[config.mk]
export PLATFORM = sky130hd
export DESIGN_NAME = dgcd_ctrl
export DESIGN_NICKNAME = d
export VERILOG_FILES = /design/src/hdl/dgcd_pkg.sv /design/src/hdl/dgcd_ctrl.sv
export SDC_FILE = /design/constraint.sdc
export NUM_CORES = 1
export LEC_CHECK = 0
export BUFFER_PORTS_ARGS = -buffer_cell sky130_fd_sc_hd__buf_2
export CORE_MARGIN = 1.5
export CORE_UTILIZATION = 56
export CTS_BUF_LIST = sky130_fd_sc_hd__clkbuf_8
export DETAILED_ROUTE_END_ITERATION = 16
export PLACE_DENSITY = 0.8
export SLEW_MARGIN = 10
export SYNTH_ARGS = -nofsm -noshare
export SYNTH_HDL_FRONTEND = slang
export SYNTH_SLANG_ARGS = --single-unit
export TNS_END_PERCENT = 1
[constraint.sdc]
create_clock -name clk -period 3.4 [get_ports clk]
set_clock_uncertainty 0.15 [all_clocks]
set_input_delay 0.17 -clock clk [delete_from_list [all_inputs] [get_ports clk]]
set_output_delay 0.17 -clock clk [all_outputs]
set_load 0.01 [all_outputs]
[src/hdl/dgcd_pkg.sv]
package dgcd_pkg;

	localparam int MAX_NODES_DEF = 64;

	localparam int CMD_W        = 2;
	localparam int NODE_W       = 6;
	localparam int NODE_COUNT_W = 7;

	localparam logic [NODE_COUNT_W-1:0] NODE_COUNT_RST = 7'd64;

	localparam logic [CMD_W-1:0] CMD_ADD   = 2'd0;
	localparam logic [CMD_W-1:0] CMD_CHECK = 2'd1;
	localparam logic [CMD_W-1:0] CMD_CLEAR = 2'd2;

	typedef struct packed {
		logic rd;
		logic wr;
		logic clr;
	} adj_ctl_t;

endpackage

[src/hdl/dgcd_ctrl.sv]
module dgcd_ctrl #(
	parameter int MAX_NODES = dgcd_pkg::MAX_NODES_DEF,
	parameter int NW        = $clog2(MAX_NODES),
	parameter int CW        = $clog2(MAX_NODES + 1)
) (
	input  logic                              clk,
	input  logic                              arst_n,
	input  logic                              in_valid,
	output logic                              in_ready,
	input  logic [dgcd_pkg::CMD_W-1:0]        cmd,
	input  logic [dgcd_pkg::NODE_W-1:0]       edge_from,
	input  logic [dgcd_pkg::NODE_W-1:0]       edge_to,
	input  logic [dgcd_pkg::NODE_COUNT_W-1:0] node_count,
	output dgcd_pkg::adj_ctl_t                adj_ctl,
	output logic [NW-1:0]                     adj_addr,
	output logic [NW-1:0]                     adj_wr_col,
	input  logic [MAX_NODES-1:0]              row,
	output logic                              stk_we,
	output logic [NW-1:0]                     stk_waddr,
	output logic [NW-1:0]                     stk_wnode,
	output logic [CW-1:0]                     stk_wcol,
	output logic                              stk_re,
	output logic [NW-1:0]                     stk_raddr,
	input  logic [NW-1:0]                     stk_rnode,
	input  logic [CW-1:0]                     stk_rcol,
	input  logic                              out_free,
	output logic                              fin_valid,
	output logic                              fin_res
);
	import dgcd_pkg::*;

	localparam int CMPW = (CW > NODE_COUNT_W) ? CW : NODE_COUNT_W;
	localparam logic [CMPW-1:0] MAXN_C = CMPW'(MAX_NODES);

	localparam logic [2:0] ST_IDLE = 3'd0;
	localparam logic [2:0] ST_ADD  = 3'd1;
	localparam logic [2:0] ST_ROOT = 3'd2;
	localparam logic [2:0] ST_SCAN = 3'd3;
	localparam logic [2:0] ST_POP  = 3'd4;
	localparam logic [2:0] ST_DONE = 3'd5;

	logic [2:0]           state_q;
	logic [NW-1:0]        from_q;
	logic [NW-1:0]        to_q;
	logic [CW-1:0]        n_q;
	logic [CW-1:0]        root_q;
	logic [NW-1:0]        cur_q;
	logic [CW-1:0]        col_q;
	logic [CW-1:0]        depth_q;
	logic [MAX_NODES-1:0] visited_q;
	logic [MAX_NODES-1:0] on_path_q;
	logic                 res_q;

	logic            accept;
	logic            edge_ok;
	logic [CMPW-1:0] nc_ext;
	logic [CW-1:0]   n_eff;
	logic [NW-1:0]   col_idx;
	logic [NW-1:0]   root_idx;
	logic            col_end;
	logic            root_end;
	logic            bit_hit;
	logic            scan_push;
	logic            scan_pop;
	logic            root_push;
	logic [CW-1:0]   depth_m1;
	logic [CW-1:0]   depth_m2;

	assign in_ready  = (state_q == ST_IDLE);
	assign accept    = in_valid && in_ready;
	assign edge_ok   = (CMPW'(edge_from) < MAXN_C) && (CMPW'(edge_to) < MAXN_C);
	assign nc_ext    = CMPW'(node_count);
	assign n_eff     = (nc_ext > MAXN_C) ? CW'(MAXN_C) : CW'(nc_ext);
	assign col_idx   = col_q[NW-1:0];
	assign root_idx  = root_q[NW-1:0];
	assign col_end   = (col_q >= n_q);
	assign root_end  = (root_q >= n_q);
	assign bit_hit   = row[col_idx];
	assign scan_push = (state_q == ST_SCAN) && !col_end && bit_hit && !visited_q[col_idx];
	assign scan_pop  = (state_q == ST_SCAN) && col_end;
	assign root_push = (state_q == ST_ROOT) && !root_end && !visited_q[root_idx];
	assign depth_m1  = depth_q - CW'(1);
	assign depth_m2  = depth_q - CW'(2);

	assign fin_valid = (state_q == ST_DONE);
	assign fin_res   = res_q;

	always_comb begin
		adj_ctl.rd  = 1'b0;
		adj_ctl.wr  = 1'b0;
		adj_ctl.clr = accept && (cmd == CMD_CLEAR);
		adj_addr    = cur_q;
		adj_wr_col  = to_q;
		if (accept && (cmd == CMD_ADD) && edge_ok) begin
			adj_ctl.rd = 1'b1;
			adj_addr   = NW'(edge_from);
		end else if (state_q == ST_ADD) begin
			adj_ctl.wr = 1'b1;
			adj_addr   = from_q;
		end else if (root_push) begin
			adj_ctl.rd = 1'b1;
			adj_addr   = root_idx;
		end else if (scan_push) begin
			adj_ctl.rd = 1'b1;
			adj_addr   = col_idx;
		end else if (state_q == ST_POP) begin
			adj_ctl.rd = 1'b1;
			adj_addr   = stk_rnode;
		end
	end

	// the top of stack lives in cur_q/col_q; the memory holds the levels below it
	assign stk_we    = scan_push;
	assign stk_waddr = depth_m1[NW-1:0];
	assign stk_wnode = cur_q;
	assign stk_wcol  = col_q + CW'(1);
	assign stk_re    = scan_pop && (depth_q > CW'(1));
	assign stk_raddr = depth_m2[NW-1:0];

	always_ff @(posedge clk) begin
		if (accept) begin
			from_q <= NW'(edge_from);
			to_q   <= NW'(edge_to);
			n_q    <= n_eff;
		end
	end

	always_ff @(posedge clk or negedge arst_n) begin
		if (!arst_n) begin
			state_q   <= ST_IDLE;
			root_q    <= '0;
			cur_q     <= '0;
			col_q     <= '0;
			depth_q   <= '0;
			visited_q <= '0;
			on_path_q <= '0;
			res_q     <= 1'b0;
		end else begin
			case (state_q)
				ST_IDLE: begin
					if (accept) begin
						if (cmd == CMD_ADD && edge_ok) begin
							state_q <= ST_ADD;
						end else if (cmd == CMD_CHECK) begin
							visited_q <= '0;
							on_path_q <= '0;
							depth_q   <= '0;
							root_q    <= '0;
							state_q   <= ST_ROOT;
						end
					end
				end
				ST_ADD: begin
					state_q <= ST_IDLE;
				end
				ST_ROOT: begin
					if (root_end) begin
						res_q   <= 1'b0;
						state_q <= ST_DONE;
					end else if (visited_q[root_idx]) begin
						root_q <= root_q + CW'(1);
					end else begin
						cur_q               <= root_idx;
						col_q               <= '0;
						depth_q             <= CW'(1);
						visited_q[root_idx] <= 1'b1;
						on_path_q[root_idx] <= 1'b1;
						state_q             <= ST_SCAN;
					end
				end
				ST_SCAN: begin
					if (col_end) begin
						on_path_q[cur_q] <= 1'b0;
						depth_q          <= depth_m1;
						if (depth_q == CW'(1)) begin
							root_q  <= root_q + CW'(1);
							state_q <= ST_ROOT;
						end else begin
							state_q <= ST_POP;
						end
					end else if (scan_push) begin
						cur_q              <= col_idx;
						col_q              <= '0;
						depth_q            <= depth_q + CW'(1);
						visited_q[col_idx] <= 1'b1;
						on_path_q[col_idx] <= 1'b1;
					end else if (bit_hit && on_path_q[col_idx]) begin
						res_q   <= 1'b1;
						state_q <= ST_DONE;
					end else begin
						col_q <= col_q + CW'(1);
					end
				end
				ST_POP: begin
					cur_q   <= stk_rnode;
					col_q   <= stk_rcol;
					state_q <= ST_SCAN;
				end
				ST_DONE: begin
					if (out_free) begin
						state_q <= ST_IDLE;
					end
				end
				default: begin
					state_q <= ST_IDLE;
				end
			endcase
		end
	end

	a_depth_bound: assert property (@(posedge clk) disable iff (!arst_n)
		depth_q <= CW'(MAX_NODES))
		else $error("stack depth beyond node limit");

	a_top_on_path: assert property (@(posedge clk) disable iff (!arst_n)
		state_q == ST_SCAN |-> on_path_q[cur_q])
		else $error("scanned node not on path");

	a_path_visited: assert property (@(posedge clk) disable iff (!arst_n)
		(on_path_q & ~visited_q) == '0)
		else $error("on-path node not marked visited");

	a_walk_depth: assert property (@(posedge clk) disable iff (!arst_n)
		(state_q == ST_SCAN || state_q == ST_POP) |-> depth_q != '0)
		else $error("walk active with empty stack");

	a_push_depth: assert property (@(posedge clk) disable iff (!arst_n)
		scan_push |=> state_q == ST_SCAN && depth_q == $past(depth_q) + CW'(1))
		else $error("push did not grow stack");

endmodule

# Word level (Yosys, flattened, before mapping)
# Cells that the tools add are included.
[word_totals]
ff_bits = 178
latch_bits = 0
mem_bits_rw = 0
romBits = 0
input_bits = 102
memories = 0
[classes]
n_addsub = 5
n_mul = 0
n_div = 0
magnitude_cmp = 10
eq_ne = 28
n_shift = 0
n_mux = 79
n_bitwise = 6
reduce_logical = 30
[op_table]
columns = ["operator", "n"]
rows = [
  ["two-way mux 64 bit", 11],
  ["case mux 64 bit (3 select lines)", 2],
  ["OR 64 bit", 4],
  ["two-way mux 7 bit", 16],
  ["AND 64 bit", 1],
  ["NOT 64 bit", 1],
  ["case mux 7 bit (3 select lines)", 3],
  ["two-way mux 6 bit", 9],
  ["two-way mux 3 bit", 10],
  ["binary-select mux 1 bit (select 6 bit)", 4],
  ["adder 7 x 1 -> 7 bit (second input constant)", 3],
  ["< comparator 6 x 7 -> 1 bit (second input constant)", 3],
  ["demux 1 bit (select 6 bit)", 3],
  [">= comparator 6 x 1 -> 1 bit (second input constant)", 3],
  ["two-way mux 1 bit", 18],
  ["!= test 2 bit (second input constant)", 9],
  ["case mux 6 bit (3 select lines)", 1],
  ["AND reduction 8 bit", 2],
  ["case mux 3 bit (5 select lines)", 1],
  ["AND reduction 5 bit", 3],
  [">= comparator 7 bit", 2],
  ["logical AND 1 bit", 14],
  ["!= test 3 bit (second input constant)", 4],
  ["!= test 2 x 1 -> 1 bit (second input constant)", 5],
  ["other kinds (20)", 26],
]

# Logic depth before layout (Yosys ltp)
[depth]
ltp_word = 9
depth_mapped = 15

# Worst setup path before layout
# No wires, ideal clock.
[synth_timing]
path_type = "flip-flop to output port"
start = "register col_q[0]"
end = "output adj_addr[4]"
arrival_ps = 3560
required_ps = 3080
path_slack_ps = -480
path_stages_with_launch = 15
path_cell_list = "dfrtp_1 > buf_2 > inv_1 > clkbuf_1 > ha_1 > nor2b_1 > o21ai_0 > a21o_1 > a211o_1 > nor4_2 > nand3_4 > inv_2 > buf_2 > a2111oi_0 > o31ai_1"
[synth_via]
elab_chain_len = 9
word_cells_on_any_way = 14
[synth_rtl]
columns = ["element", "line_no", "rtl"]
rows = [
  ["from (decl)", "dgcd_ctrl.sv:48", "logic [CW-1:0] col_q;"],
  ["from (signal assigned)", "dgcd_ctrl.sv:191", "col_q <= col_q + CW'(1);"],
  ["from (signal assigned)", "dgcd_ctrl.sv:196", "col_q <= stk_rcol;"],
  ["branches (longest 4 deep; another with binary-select mux 1 bit (select 6 bit))", "-", ""],
  ["logical AND 1 bit (*)", "dgcd_ctrl.sv:79", "assign scan_push = (state_q == ST_SCAN) && !col_end && bit_hit && !visited_q[col_idx];"],
  ["net stk_we", "dgcd_ctrl.sv:18", "output logic stk_we,"],
  ["two-way mux 6 bit (*)", "dgcd_ctrl.sv:103", "end else if (scan_push) begin"],
  ["two-way mux 6 bit (*)", "dgcd_ctrl.sv:100", "end else if (root_push) begin"],
  ["two-way mux 6 bit (*)", "dgcd_ctrl.sv:97", "end else if (state_q == ST_ADD) begin"],
  ["two-way mux 6 bit (*)", "dgcd_ctrl.sv:94", "if (accept && (cmd == CMD_ADD) && edge_ok) begin"],
  ["to (decl)", "dgcd_ctrl.sv:15", "output logic [NW-1:0] adj_addr,"],
]
# Mark *: on every way through the listed nets, which the timed path passes. The select of a mux whose other input is x is not followed.

# Worst setup path after layout
[layout_timing]
start = "register col_q[1]"
end = "output adj_addr[2]"
[layout_via]
elab_chain_len = 9
word_cells_on_any_way = 14
[layout_rtl]
columns = ["element", "line_no"]
rows = [
  ["branches (longest 4 deep; another with binary-select mux 1 bit (select 6 bit))", "-"],
  ["logical AND 1 bit (*)", "dgcd_ctrl.sv:79"],
  ["two-way mux 6 bit (*)", "dgcd_ctrl.sv:103"],
  ["two-way mux 6 bit (*)", "dgcd_ctrl.sv:100"],
  ["two-way mux 6 bit (*)", "dgcd_ctrl.sv:97"],
  ["two-way mux 6 bit (*)", "dgcd_ctrl.sv:94"],
]
# Every way passes the cells marked *. The select of a mux whose other input is x is not followed.

==> metrics <==
status=complete, but fails checks; failing checks=negative setup slack; total gr overflow=0; Net count, final=about 1900; core area=24200 um2; top_reg_cell synth=dfrtp_1; CTS sink count=roughly 180; CP Capture Type=output pin; Post-synth EDFFs=19; Die Wd=between 150 and 200 um; DRT antenna net count=0; top post-synthesis cells by area=dfrtp_1 (29%), mux2i_1 (4.5%), a221oi_2 (4.5%), nor2_1 (4.4%), edfxtp_1 (4.1%); sequential area share after synthesis=0.329; GR Util met3=0.110; Iter 0 DRT Violations=roughly 2500; syn nets=between 1500 and 2000; Req. time, crit path=roughly 3.1 ns; Area growth, synth to finish=21.7%; worst relative slew slack=0.351; Worst-path clk slew=about 0.11 ns; critical path class=register to output pin; Final Core Density=0.694; fin crit share=1.12; routability cong.=between 1 and 1.5; critical path's slowest cell=dfrtp_4; maximum VDD drop=between 0.0005 and 0.0006 V; top-count cell post-synth=nor2_1; TritonCTS clock tree=yes; post-route minimum period=about 3.8 ns; share of layout cells above drive strength 1=0.271; Stages on worst setup path=11; final setup fails=30; H-Tree Depth=4; cells after synthesis=about 1600; worst r2r path cells=13; Ys Warns=0; Critical Path, Cell by Cell=buf_12 -> mux2_2 -> a221o_1 -> o2bb2ai_1 -> a211o_1 -> or3_4 -> nand3_4 -> inv_6 -> a2111oi_1 -> o31ai_1 -> buf_2; Top Ports=approximately 150; worst hold slack=0.0251 ns; largest net degree at the start of global routing=133; fmax=around 260 MHz; Commonest cells post-synth=nor2_1 (162), dfrtp_1 (159), nand2_1 (108); largest delay contributor family on the critical path=compound AO/OA/AOI/OAI gates; dpl cells=2031; DRC=0; maximum capacitance violations=0; async set-reset flop share out of synthesis=0.893; Critical path buffers and inverters=3; top cell type's share of synthesized area=0.288; CP Capture Point=adj_addr[2]; CP max stage delay=0.51 ns; area leader, netlist=dfrtp_1; total power=12.2 mW; Lkg Pwr=~6.6 nW; Top Usage Layer GRT=met2; final std cells w/o fill=~2100; CP startpoint kind=register; global-route wire length before repair=between 80000 and 90000 um; met1 Resource Use GR=0.560; syn_area_per_cell=8.86 um2; CTS Root Cell=clkbuf_8; vias per inst=a little over 7; RSZ-0062 raised after global routing=true; R2R Path End=col_q[2]; Slew Limit Fails=0; row count=57; Longest Clk Path Bufs=2; Final HPWL DP=38500 um; number of I/O port buffers=146; Routed wire per std cell=approximately 26 um; initial antenna violation count=0; vias in the first global route=about 14000; Worst Tran Pin Value=between 0.9 and 1 ns; number of synthesized register bits=roughly 180; final hold violations=0; die area=between 20000 and 30000 um2; starting density of the core=0.570; CP Launch Point=col_q[1]; crit path DAT=between 3 and 4 ns; final worst setup slack=-0.402 ns; R2R Path Start=col_q[2]; critical path peak fanout=12; Skew-Pair Late Insertion Delay=roughly 0.5 ns; Unique masters post-synth=between 80 and 90; fill cell count=roughly 1900; Post-Syn Area=13800 um2; Die Span Y=roughly 160 um; diodes inserted=0; Cell Pwr Density=between 700 and 800 nW/um2; drt total wl=between 50000 and 60000 um; drt pass-1 iters=9; grt met2 use=0.626; reg2reg setup slack=-0.10 ns; Total GRT Usage=0.422; vias=about 15000; CTS Buf Count=17; hold crit path type=input pin to async pin
## cell usage in the layout, fill, tap and decap left out, drive strengths merged, types with 30 or more instances in the layout
cell type    netlist  layout
nand2            109     109
mux2i             62      62
dlygate4sd3        0      30
buf               63     308
nor2             162     162
a22o              33      33
o21a              64      64
o21ai            123     123
a21oi             36      36
dfrtp            159     159
inv               92      98
a221oi            93      93
a22oi             34      34
a211oi            59      59
## registers in the layout, indices dropped and copies added (netlist names)
register and cells:
root_q 7, visited_q 64, n_q 7, fin_res 1, adj_wr_col 6, state_q 3
on_path_q 64, from_q 6, col_q 7, stk_wnode 6, depth_q 7
## kinds of logic (layout without fill, tap and decap cells)
kind of cell | Yosys count | after routing | share of synthesized area
AOI/OAI and AO/OA | 598 | 598 | 0.338
adders and majority gates | 22 | 22 | 0.0199
buffers and inverters | 234 | 465 | 0.0760
xor gates and xnor gates | 12 | 12 | 0.00761
muxes | 101 | 101 | 0.0876
and+or+nand+nor | 415 | 415 | 0.142
DFF | 178 | 178 | 0.329
## report_power, final
group	leakage [nW]	switching, mW	internal (mW)
Clock	0.195	0.891	0.660
Sequential	2.36	0.372	2.40
Combinational	4.02	4.86	2.99
## routing by layer
metal	vias to the layer above	share of wire
met4	0	0.061
met3	290	0.14
met5	-	0
met2	1276	0.43
li1	6372	-
met1	7210	0.37
## cell type report
type	count	area [um2]	share of cell area
repair buffers	341	2640	0.157
clock buffers	17	234	0.0139
clock inverters	15	155	0.00922
flip-flops and latches	178	4560	0.271
inverters	92	354	0.0211
well taps	324	405	0.0241
multi-input cells	1148	8480	0.504
## how the worst min path moves through the flow
| stage | from | endpoint | depth (start not counted) |
|---|---|---|---|
| 6_report | arst_n | visited_q[23] | 2 |
| 3_5_place_dp | arst_n | visited_q[23] | 1 |
| 4_1_cts | cmd[0] | state_q[1] | 4 |
| 3_3_place_gp | arst_n | visited_q[23] | 1 |
| 2_1_floorplan | arst_n | col_q[0] | 0 |
| 5_1_grt | cmd[0] | state_q[1] | 4 |
## metrics by stage
| step | TNS [ns] | cell area [um2] | setup WS [ns] |
|---|---|---|---|
| final | -3.04 | 16800 | -0.402 |
| after global routing | -7.38 | 16800 | -0.434 |
| after CTS | -1.97 | 16600 | -0.254 |
| after detailed placement | -5.26 | 15600 | -0.143 |
| after global placement | -0.287 | 15600 | -0.0856 |
| after floorplan | -0.0580 | 13800 | -0.0580 |
## timing repair
action / in CTS / in global routing
hold endpoints to repair: 137 / 0
gates cloned: 2 / 1
resized for setup: 36 / 28
setup endpoints to repair: 133 / 84
pin swaps: 16 / 39
buffers inserted: 17 / 2
hold buffers: 30 / 0
Note: power is estimated with default switching activity, not from simulation.
