### config.mk
export PLATFORM = sky130hd
export DESIGN_NAME = dgcd_stack
export DESIGN_NICKNAME = d
export VERILOG_FILES = /design/src/hdl/dgcd_pkg.sv /design/src/hdl/dgcd_stack.sv
export SDC_FILE = /design/constraint.sdc
export NUM_CORES = 1
export LEC_CHECK = 0
export BUFFER_PORTS_ARGS = -buffer_cell sky130_fd_sc_hd__buf_4
export CORE_MARGIN = 2
export CORE_UTILIZATION = 50
export DETAILED_ROUTE_END_ITERATION = 8
export PLACE_DENSITY_LB_ADDON = 0.2
export SKIP_CTS_REPAIR_TIMING = 1
export SLEW_MARGIN = 20
export SYNTH_ARGS = -nofsm -noshare
export SYNTH_HDL_FRONTEND = slang
export SYNTH_SLANG_ARGS = --single-unit
### constraint.sdc
create_clock -name clk -period 2.81 [get_ports clk]
set_input_delay 0.281 -clock clk [delete_from_list [all_inputs] [get_ports clk]]
set_output_delay 0.281 -clock clk [all_outputs]
set_load 0.02 [all_outputs]
### src/hdl/dgcd_pkg.sv
package dgcd_pkg;

	localparam int MAX_NODES_DEF = 64;

	localparam int CMD_W        = 2;
	localparam int NODE_W       = 6;
	localparam int NODE_COUNT_W = 7;

	localparam logic [NODE_COUNT_W-1:0] NODE_COUNT_RST = 7'd64;

	localparam logic [CMD_W-1:0] CMD_ADD   = 2'd0;
	localparam logic [CMD_W-1:0] CMD_CHECK = 2'd1;
	localparam logic [CMD_W-1:0] CMD_CLEAR = 2'd2;

	typedef struct packed {
		logic rd;
		logic wr;
		logic clr;
	} adj_ctl_t;

endpackage

### src/hdl/dgcd_stack.sv
module dgcd_stack #(
	parameter int MAX_NODES = dgcd_pkg::MAX_NODES_DEF,
	parameter int NW        = $clog2(MAX_NODES),
	parameter int CW        = $clog2(MAX_NODES + 1)
) (
	input  logic          clk,
	input  logic          we,
	input  logic [NW-1:0] waddr,
	input  logic [NW-1:0] wnode,
	input  logic [CW-1:0] wcol,
	input  logic          re,
	input  logic [NW-1:0] raddr,
	output logic [NW-1:0] rnode,
	output logic [CW-1:0] rcol
);

	logic [NW+CW-1:0] mem [MAX_NODES];
	logic [NW+CW-1:0] rd_q;

	always_ff @(posedge clk) begin
		if (we) begin
			mem[waddr] <= {wnode, wcol};
		end
		if (re) begin
			rd_q <= mem[raddr];
		end
	end

	assign rnode = rd_q[NW+CW-1:CW];
	assign rcol  = rd_q[CW-1:0];

endmodule

======== After elaboration in Yosys (flattened, before gate mapping) ========
Memory sizes are Yosys's and may differ from the RTL's. A register that Yosys moved wholly into a read port is not among the register bits.
Cells that the tools add are included.
word-level totals
  RAM bits ................................ 832
  memories ................................ 1
  word-level logic and storage cells ...... 3
  register bits after elaboration ......... 0
  input bits .............................. 28
operators by class
  muxes and demuxes ....................... 2
memories
  memory  words  width  rd ports  clocked after memory_dff  wr ports  RTL line          source
  mem     64     13     1         1                         1         dgcd_stack.sv:17  logic [NW+CW-1:0] mem [MAX_NODES];
operators with widths
  operator          number
  1-bit 2-to-1 mux  2

======== Longest topological paths before layout ========
Gate-level depths: netlist of run 1.
  word-level depth ........................ 2
  gate-level depth with buffers ........... 9
  gate-level depth less buffers ........... 5

======== Worst setup path before layout of run 1 ========
OpenSTA, ideal clock, no wires.
  kind .................................... input-to-reg
  from .................................... input raddr[1]
  to ...................................... register rd_q[11], read port of mem, data pin
  buffers on the path ..................... 3
  setup slack ............................. 0.618 ns
  stages on the path ...................... 7
  arrival time ............................ 1.924 ns
  cells stage by stage .................... buf_4 -> buf_4 -> clkbuf_1 -> mux4_2 -> mux4_2 -> o21ai_0 -> o31ai_1
RTL lines
  what         RTL line          source
  from (decl)  dgcd_stack.sv:12  input logic [NW-1:0] raddr,
  to (decl)    dgcd_stack.sv:18  logic [NW+CW-1:0] rd_q;

==> run_results.csv, run 1 <==
group,metric,value,unit
placed_design,place_congestion,0.7780,
cells_and_area,layoutNonFillerInstCount,2497,
clock_network,cts_num_sinks,845,
die,die-width,258.9,um
synth,synth.cell_area,0.03247,mm^2
status,run_status,"completed",
setup_path,setup.worst_path.start_class,"primary input",
drt,wl,74.65,mm
die,die_h,258.9,um
clock_network,cts.reportedPaths.clkPinSlew,0.06,ns
clock_network,tritoncts,"yes",
clock_network,htreeDepth,3,
placed_design,placement.io_buffers,40,
setup_path,cp.buffers_inverters,4,
sta,slew_viol_final,0,
setup_path,end_kind,"register",
setup_path,setup.worst_path.class,"primary input to register",
power_and_ir_drop,power_per_cell_area,699.2,mW/mm^2
synth,synthesis.instances,1402,
die,start_util,50.47,%
setup_path,cp_slowest_cell,"a211oi_1",
sta,finalHoldViolations,0,
flow_run,drv_cap,0,
global_routing,track_usage,22.89,%
setup_path,cell_chain_of_the_critical_path,"buf_8 -> buf_12 -> buf_4 -> buf_4 -> mux4_2 -> nor2b_1 -> a211oi_1 -> o31ai_1",
sta,timing.fmax,0.4271,GHz
setup_path,crit_required,3.15,ns
setup_path,path_depth,8,
power_and_ir_drop,ir_worst_vdd,0.4844,mV
clock_network,max-clock-path-buffers,3,
setup_path,slack_of_the_worst_reg_to_reg_path,0.52,ns
synth,synth.yosys.warnings,0,
die,core.rowCount,93,
die,design.core.area,0.06435,mm^2
setup_path,timing.critical_path.mode_cell,"buf_4",
drt,drt.antenna.violating_nets,0,
setup_path,timing.critical_path.fanout_max,24,
drt,drcViolationCount,0,
sta,slew_headroom,43.18,%
sta,worst_slew_pin_tran,0.8472,ns
synth,ys_async_sr_fraction,0,%
sta,final.setup_skew,0.01740,ns
drt,route.vias.total,15177,
power_and_ir_drop,total_power,26.03,mW
global_routing,grt_pass1_wl,109.0,mm
clock_network,clockRootBuffer,"clkbuf_16",
global_routing,maximum_number_of_pins_on_one_net_before_global_route_repair,65,
drt,wire_per_inst,29.90,um
sta,timing.final.crit_period,2.342,ns
sta,period_share,83.33,%
drt,total_iterations_of_the_first_detailed_routing_run,6,
drt,drt-initial-drc-count,1806,
cells_and_area,drive_above_1_share,31.00,%
setup_path,critical_path.top_delay_family,"buffers and inverters",
synth,ys_ff_latch,845,
synth,synth_seq_area_share,78.14,%
placed_design,placedCellCount,2348,
setup_path,cpPeakStageDelay,0.67,ns
setup_path,critical_path.reg2reg.endpoint,"rd_q[12]$_DFFE_PP_",
clock_network,cts_inserted_buffers,86,
synth,synth-edff-count,845,
synth,mappedNetlistNets,1430,
sta,final.setup.tns,0,ns
setup_path,r2r_cells,4,
cells_and_area,layout.filler_cells,4566,
synth,post_synth.cell_area_avg,23.16,um^2
cells_and_area,antenna_cells,0,
setup_path,critical_path_sink,"rd_q[6]$_DFFE_PP_",
global_routing,via_count_of_the_first_global_routing_pass,15640,
setup_path,timing.critical_path.arrival,2.68,ns
setup_path,reg2reg_from,"mem[35][12]$_DFFE_PP_",
drt,vias_per_cell,6.078,
die,fp.dieArea,0.06700,mm^2
power_and_ir_drop,static_leakage,11.82,nW
die,io_pins,41,
sta,finalSetupViolCount,0,
sta,rsz0062_at_grt,"false",
synth,netlist-cell-type-count,43,
cells_and_area,nNetsFinal,1609,
global_routing,gr-total-overflow,0,
hold_path,min-delay-path-class,"primary input to register",
hold_path,launch_instance_of_the_worst_min_delay_path,"re",
synth,synth_top_flop_cell,"edfxtp_1",
global_routing,number_of_antenna_violations_at_the_first_check_in_global_routing,0,
placed_design,hpwlAfterDp,44.78,mm
cells_and_area,area_growth,14.64,%
clock_network,clock_latency_at_the_later_pin_of_the_worst_skew_pair,0.63,ns
setup_path,startpoint,"raddr[0]",
## Yosys cell counts (all sizes together), types with 2 or more instances
cell	number	area, um^2
buf	51	344.1
nand4	2	12.51
a21oi	10	50.05
o221ai	15	131.4
a22oi	9	67.56
clkbuf	25	93.84
nor3	2	10.01
nand2	14	52.55
and2	2	12.51
nand3	6	30.03
mux2	3	33.78
o2bb2ai	2	17.52
nor2b	19	118.9
nor2	71	266.5
mux4	223	5022
o22ai	3	18.77
nand3b	4	30.03
a211oi	12	90.09
a221oi	2	17.52
a2111oi	3	26.28
edfxtp	845	25370
nand2b	5	31.28
mux2i	39	390.4
o21ai	11	55.05
o31ai	8	60.06
a221o	2	20.02
inv	2	7.510
## metal layers
| layer | up-vias | track usage, % | part of all wire [%] |
|---|---|---|---|
| met5 | - | 0 | 0 |
| li1 | 6352 | - | - |
| met3 | 73 | 5.086 | 9.0 |
| met4 | 0 | 6.358 | 1.9 |
| met1 | 8129 | 34.20 | 42 |
| met2 | 623 | 34.50 | 47 |
## power by group
group          total (mW)  internal (mW)  switching, mW
clock                10.6           6.13           4.51
combinational        1.37          0.552          0.813
sequential           14.0           14.0         0.0328
total                26.0           20.7           5.36
## flip-flops by register name (all words and copies together), names as in the netlist
register	count
mem	832
rd_q	13
## worst min path at each step
stage | depth (start not counted) | slack (ns) | endpoint
global placement | 1 | 0.68 | rd_q[12]$_DFFE_PP_
CTS | 1 | 0.03 | rd_q[12]$_DFFE_PP_
finish | 1 | 0.06 | rd_q[12]$_DFFE_PP_
global route | 1 | 0.03 | rd_q[12]$_DFFE_PP_
floorplan | 0 | 0.38 | mem[0][0]$_DFFE_PP_
detailed placement | 1 | 0.68 | rd_q[12]$_DFFE_PP_
## through the flow
stage	worst slack (ns)	util (%)	instance area, um^2	hold WS (ns)
5_1_grt	0.3606	57.86	37230	0.03256
3_5_place_dp	-0.1656	53.80	34620	0.6839
6_report	0.4685	57.86	37230	0.05570
4_1_cts	0.4890	57.86	37230	0.02545
3_3_place_gp	-0.1635	53.80	34620	0.6806
2_1_floorplan	0.6177	-	32470	0.3799
## worst register-to-register path: cells and delay by family, from the launching register on
kind            cells  cell delay (ns)
compound gates      2             0.56
flops               1             0.35
mux                 2             1.08
## cell type report
| class | count | area, um^2 | share of cell area [%] |
|---|---|---|---|
| clock inverter | 39 | 301.5 | 0.8099 |
| sequential | 845 | 25370 | 68.16 |
| tap | 855 | 1070 | 2.873 |
| clock buffer | 110 | 2306 | 6.194 |
| timing repair buffer | 167 | 1505 | 4.043 |
| inverter | 3 | 11.26 | 0.03025 |
| multi-input combinational | 478 | 6661 | 17.89 |
## cells by family (layout without fill, tap and decap cells)
family                 after synthesis  count (layout)  synth area share (%)
and+or+nand+nor                    131             131                 1.873
muxes                              265             265                 16.77
buffers and inverters               79             319                 1.383
AOI/OAI and AO/OA                   82              82                 1.838
DFF                                845             845                 78.14
## placed cells by master, fill, tap and decap left out, types with 9 or more instances in the layout
cell,instances
mux4_2,223
nor2b_1,19
a21oi_1,10
clkinv_2,16
a22oi_1,9
clkinv_1,17
buf_4,146
nand2_1,14
nor2_1,71
clkbuf_16,89
buf_12,19
clkbuf_1,21
edfxtp_1,845
o221ai_1,15
mux2i_1,39
a211oi_1,12
(Power assumes the default switching activity.)
==> run 2, diff against run 1 <==
==> constraint.sdc (replaced) <==
create_clock -name clk -period 2.35 [get_ports clk]
set_input_delay 0.235 -clock clk [delete_from_list [all_inputs] [get_ports clk]]
set_output_delay 0.235 -clock clk [all_outputs]
set_load 0.02 [all_outputs]
==> run_results.csv, run 2 (synthesized netlist as in run 1, its figures left out) <==
group,metric,value,unit
status,run_status,"completed",
power_and_ir_drop,power_per_cell_area,813.2,mW/mm^2
global_routing,gr-total-overflow,0,
die,fp.dieArea,0.06700,mm^2
setup_path,slack_of_the_worst_reg_to_reg_path,0.001,ns
cells_and_area,layout_commonest_cell,"edfxtp_1",
setup_path,crit_required,2.68,ns
drt,drt-initial-drc-count,1617,
global_routing,number_of_antenna_violations_at_the_first_check_in_global_routing,1,
cells_and_area,layout.filler_cells,4617,
placed_design,placedCellCount,2424,
drt,drcViolationCount,0,
die,core.rowCount,93,
sta,rsz0062_at_grt,"false",
cells_and_area,layoutNonFillerInstCount,2571,
setup_path,timing.critical_path.arrival,2.68,ns
hold_path,timing.hold.worst_path_depth,1,
setup_path,setup.worst_path.start_class,"register",
setup_path,r2r_cells,4,
cells_and_area,area_growth,16.07,%
sta,worst_slew_pin_tran,0.7981,ns
power_and_ir_drop,ir_worst_vdd,0.4761,mV
sta,period_share,99.94,%
drt,vias_per_cell,6.067,
sta,timing.final.crit_period,2.349,ns
clock_network,cts.reportedPaths.clkPinSlew,0.06,ns
drt,wire_per_inst,29.05,um
global_routing,track_usage,22.89,%
setup_path,setup.worst_path.class,"register to register",
hold_path,launch_instance_of_the_worst_min_delay_path,"wnode[2]",
clock_network,htreeDepth,3,
cells_and_area,antenna_cells,0,
global_routing,maximum_number_of_pins_on_one_net_before_global_route_repair,65,
clock_network,cts_num_sinks,845,
sta,final.setup_skew,0.01299,ns
die,io_pins,41,
clock_network,max-clock-path-buffers,3,
die,die_h,258.9,um
drt,total_iterations_of_the_first_detailed_routing_run,5,
placed_design,place_congestion,0.8267,
power_and_ir_drop,static_leakage,12.13,nW
setup_path,reg2reg_from,"mem[55][12]$_DFFE_PP_",
drt,drt.antenna.violating_nets,0,
cells_and_area,final_cell_mix,"edfxtp_1 (845), mux4_2 (223), buf_4 (218)",
sta,finalHoldWorstSlack,0.1574,ns
sta,finalSetupViolCount,0,
drt,route.vias.total,15599,
global_routing,grt_pass1_wl,109.5,mm
clock_network,tritoncts,"yes",
clock_network,cts_inserted_buffers,83,
cells_and_area,drive_above_1_share,33.33,%
die,design.core.area,0.06435,mm^2
cells_and_area,largest_reg_flops,832,
clock_network,clockRootBuffer,"clkbuf_16",
setup_path,timing.critical_path.fanout_max,1,
sta,slew_headroom,46.79,%
global_routing,via_count_of_the_first_global_routing_pass,15789,
clock_network,clock_latency_at_the_later_pin_of_the_worst_skew_pair,0.62,ns
sta,finalHoldViolations,0,
flow_run,drv_cap,0,
sta,slew_viol_final,0,
cells_and_area,biggestRegsByFlops,"mem x832, rd_q x13",
hold_path,hold_end,"mem[13][9]$_DFFE_PP_",
hold_path,min-delay-path-class,"primary input to register",
power_and_ir_drop,total_power,30.65,mW
setup_path,critical_path.reg2reg.endpoint,"rd_q[12]$_DFFE_PP_",
cells_and_area,nNetsFinal,1683,
setup_path,end_kind,"register",
drt,wl,74.68,mm
sta,final.setup.tns,0,ns
sta,timing.fmax,0.4258,GHz
placed_design,placement.io_buffers,40,
cells_and_area,max_flop_register,"mem",
die,start_util,50.47,%
die,die-width,258.9,um
placed_design,hpwlAfterDp,45.43,mm
-- run 2: per-layer routing --
metal	global-route usage [%]	vias up	part of all wire [%]
met5	0	-	0
met4	6.358	0	2.1
met3	3.961	93	7.3
met2	35.28	611	47
met1	34.21	8396	43
li1	-	6499	-
-- run 2: where the power goes --
part | total (mW) | switching (mW) | internal, mW
clock | 12.2 | 5.33 | 6.82
combinational | 1.74 | 0.995 | 0.747
sequential | 16.8 | 0.0379 | 16.7
total | 30.7 | 6.37 | 24.3
-- run 2: area by class of cell --
type                    instances  area, um^2  area share [%]
clock buffers                 107        2252           5.975
inverters                       3       11.26         0.02987
repair buffers                244        2136           5.666
multi-input cells             478        6661           17.67
clock inverters                39       190.2          0.5045
flip-flops and latches        845       25370           67.31
well taps                     855        1070           2.838
-- run 2: per-stage QoR --
stage | worst slack [ns] | area [um^2] | utilization [%]
floorplan | 0.2037 | 32470 | -
global placement | -0.3335 | 35240 | 54.77
detailed placement | -0.3779 | 35240 | 54.77
CTS | 0.07869 | 37680 | 58.56
global route | 0.08502 | 37690 | 58.58
finish | 0.001496 | 37690 | 58.58
-- run 2: worst max-delay path: stages, from the launching register on --
cell and delay (ns):
edfxtp_1 0.36, mux4_2 0.52, mux4_2 0.55, o21ai_1 0.41, o31ai_1 0.22
-- run 2: how the worst max path moves through the flow --
stage | to | depth (start not counted) | from | slack (ns)
2_1_floorplan | rd_q[11]$_DFFE_PP_ | 7 | raddr[1] | 0.20
3_5_place_dp | rd_q[8]$_DFFE_PP_ | 7 | raddr[0] | -0.38
6_report | rd_q[12]$_DFFE_PP_ | 4 | mem[55][12]$_DFFE_PP_ | 0.001
5_1_grt | rd_q[12]$_DFFE_PP_ | 4 | mem[34][12]$_DFFE_PP_ | 0.09
3_3_place_gp | rd_q[8]$_DFFE_PP_ | 7 | raddr[0] | -0.33
4_1_cts | rd_q[12]$_DFFE_PP_ | 4 | mem[34][12]$_DFFE_PP_ | 0.08
==> run 3, diff against run 2 <==
--- a/config.mk
+++ b/config.mk
@@ -8,8 +8,10 @@
 export BUFFER_PORTS_ARGS = -buffer_cell sky130_fd_sc_hd__buf_4
 export CORE_MARGIN = 2
 export CORE_UTILIZATION = 50
+export CTS_CLUSTER_SIZE = 20
 export DETAILED_ROUTE_END_ITERATION = 8
 export PLACE_DENSITY_LB_ADDON = 0.2
+export REMOVE_ABC_BUFFERS = 1
 export SKIP_CTS_REPAIR_TIMING = 1
 export SLEW_MARGIN = 20
 export SYNTH_ARGS = -nofsm -noshare
==> run_results.csv, run 3 (synthesized netlist as in run 1, its figures left out) <==
group,metric,value,unit
cells_and_area,largest_reg_flops,832,
sta,period_share,90.11,%
clock_network,htreeDepth,3,
placed_design,placement.io_buffers,40,
power_and_ir_drop,ir_worst_vdd,0.6106,mV
cells_and_area,nNetsFinal,1642,
power_and_ir_drop,net-switching-power,6.400,mW
placed_design,pre_cts_slack,-0.1916,ns
cells_and_area,layout_commonest_cell,"edfxtp_1",
drt,drt.antenna.violating_nets,0,
die,core.rowCount,93,
setup_path,cp_slowest_cell,"mux4_2",
setup_path,timing.critical_path.fanout_max,1,
power_and_ir_drop,power.share.clock,41.6,%
cells_and_area,drive_above_1_share,32.22,%
setup_path,end_kind,"register",
setup_path,cell_chain_of_the_critical_path,"mux4_2 -> mux4_2 -> clkinv_1 -> a221oi_1 -> a211o_1",
power_and_ir_drop,comb_power_share,5.3,%
placed_design,place_congestion,0.8099,
power_and_ir_drop,static_leakage,12.04,nW
drt,vias_per_cell,6.086,
die,start_util,50.47,%
sta,final.setup_skew,0.02099,ns
cells_and_area,finalCoreUtilization,58.46,%
die,design.core.area,0.06435,mm^2
clock_network,tritoncts,"yes",
setup_path,timing.critical_path.mode_cell,"mux4_2",
power_and_ir_drop,power_per_cell_area,838.9,mW/mm^2
drt,wire_per_inst,29.44,um
clock_network,cts_num_sinks,845,
sta,timing.fmax,0.4722,GHz
power_and_ir_drop,internal_power,25.16,mW
setup_path,cp.buffers_inverters,1,
sta,timing.final.crit_period,2.118,ns
drt,route.vias.total,15415,
sta,fin_worst_setup_slack,0.2324,ns
hold_path,min-delay-path-class,"primary input to register",
drt,wl,74.58,mm
sta,worst_slew_pin_tran,0.9029,ns
sta,slew_headroom,38.25,%
drt,total_iterations_of_the_first_detailed_routing_run,5,
clock_network,max-clock-path-buffers,3,
sta,finalHoldWorstSlack,0.1751,ns
setup_path,critical_path.top_delay_family,"multiplexers",
global_routing,grt_pass1_wl,108.8,mm
setup_path,crit_required,2.72,ns
global_routing,maximum_number_of_pins_on_one_net_before_global_route_repair,65,
cells_and_area,area_growth,15.84,%
drt,drcViolationCount,0,
placed_design,hpwlAfterDp,45.40,mm
setup_path,setup.worst_path.start_class,"register",
global_routing,track_usage,22.82,%
cells_and_area,max_flop_register,"mem",
sta,slew_viol_final,0,
power_and_ir_drop,switching_share,20.28,%
global_routing,via_count_of_the_first_global_routing_pass,15742,
clock_network,cts_inserted_buffers,86,
setup_path,cpPeakStageDelay,0.48,ns
sta,finalSetupViolCount,0,
placed_design,placedInstanceArea,0.03491,mm^2
global_routing,number_of_antenna_violations_at_the_first_check_in_global_routing,4,
power_and_ir_drop,total_power,31.56,mW
status,run_status,"completed",
global_routing,gr-total-overflow,0,
setup_path,reg2reg_from,"mem[59][9]$_DFFE_PP_",
clock_network,cts.reportedPaths.clkPinSlew,0.06,ns
sta,finalHoldViolations,0,
die,io_pins,41,
setup_path,startpoint,"mem[59][9]$_DFFE_PP_",
flow_run,drv_cap,0,
clock_network,clock_latency_at_the_later_pin_of_the_worst_skew_pair,0.62,ns
hold_path,launch_instance_of_the_worst_min_delay_path,"wcol[2]",
clock_network,clockRootBuffer,"clkbuf_16",
sta,rsz0062_at_grt,"false",
die,die-width,258.9,um
drt,drt-initial-drc-count,1477,
setup_path,timing.critical_path.arrival,2.48,ns
power_and_ir_drop,seq_power_share,53.1,%
die,fp.dieArea,0.06700,mm^2
cells_and_area,final_cell_area_excluding_filler_cells,0.03762,mm^2
cells_and_area,biggestRegsByFlops,"mem x832, rd_q x13",
die,die_h,258.9,um
setup_path,setup.worst_path.class,"register to register",
cells_and_area,final_cell_mix,"edfxtp_1 (845), mux4_2 (223), buf_4 (174)",
## run 3: layout make-up
class | instances | area [um^2]
Multi-Input combinational cell | 478 | 6661
Inverter | 3 | 11.26
Clock buffer | 103 | 2280
Fill cell | 4641 | 26730
Sequential cell | 845 | 25370
Timing Repair Buffer | 200 | 1805
Tap cell | 855 | 1070
Clock inverter | 47 | 412.9
Antenna cell | 2 | 5.005
## run 3: layer usage
layer  wire, um  track usage (%)  up-vias
met5         32                0        -
met3       5274            4.548      129
met2      36070            35.92      598
met4       2227            7.482        6
met1      30980            32.49     8261
li1           -                -     6421
## run 3: final timing paths
path,end,slack (ns),depth (start not counted)
worst max-delay path,rd_q[9]$_DFFE_PP_,0.23,5
worst max register to register,rd_q[9]$_DFFE_PP_,0.23,5
worst min register to register,rd_q[6]$_DFFE_PP_,0.89,3
worst min-delay path,mem[58][2]$_DFFE_PP_,0.18,1
## run 3: per-stage QoR
step	TNS, ns	std cells
6_report	0	2533
2_1_floorplan	0	1326
3_3_place_gp	-1.454	2380
3_5_place_dp	-1.403	2380
5_1_grt	0	2531
4_1_cts	0	2530
## run 3: power by group through the flow
stage / combinational, mW / sequential, mW / clock [mW]
after global routing: 1.78 / 16.8 / 13.9
after global placement: 1.67 / 17.1 / 0
final: 1.68 / 16.8 / 13.1
after detailed placement: 1.69 / 17.1 / 0
after CTS: 1.70 / 16.8 / 13.4
after floorplan: 0.624 / 17.1 / 0
## run 3: worst register-to-register path, cell delays in order, from the launching register on
cell	delay (ns)
edfxtp_1	0.37
mux4_2	0.48
mux4_2	0.48
clkinv_1	0.10
a221oi_1	0.13
a211o_1	0.32
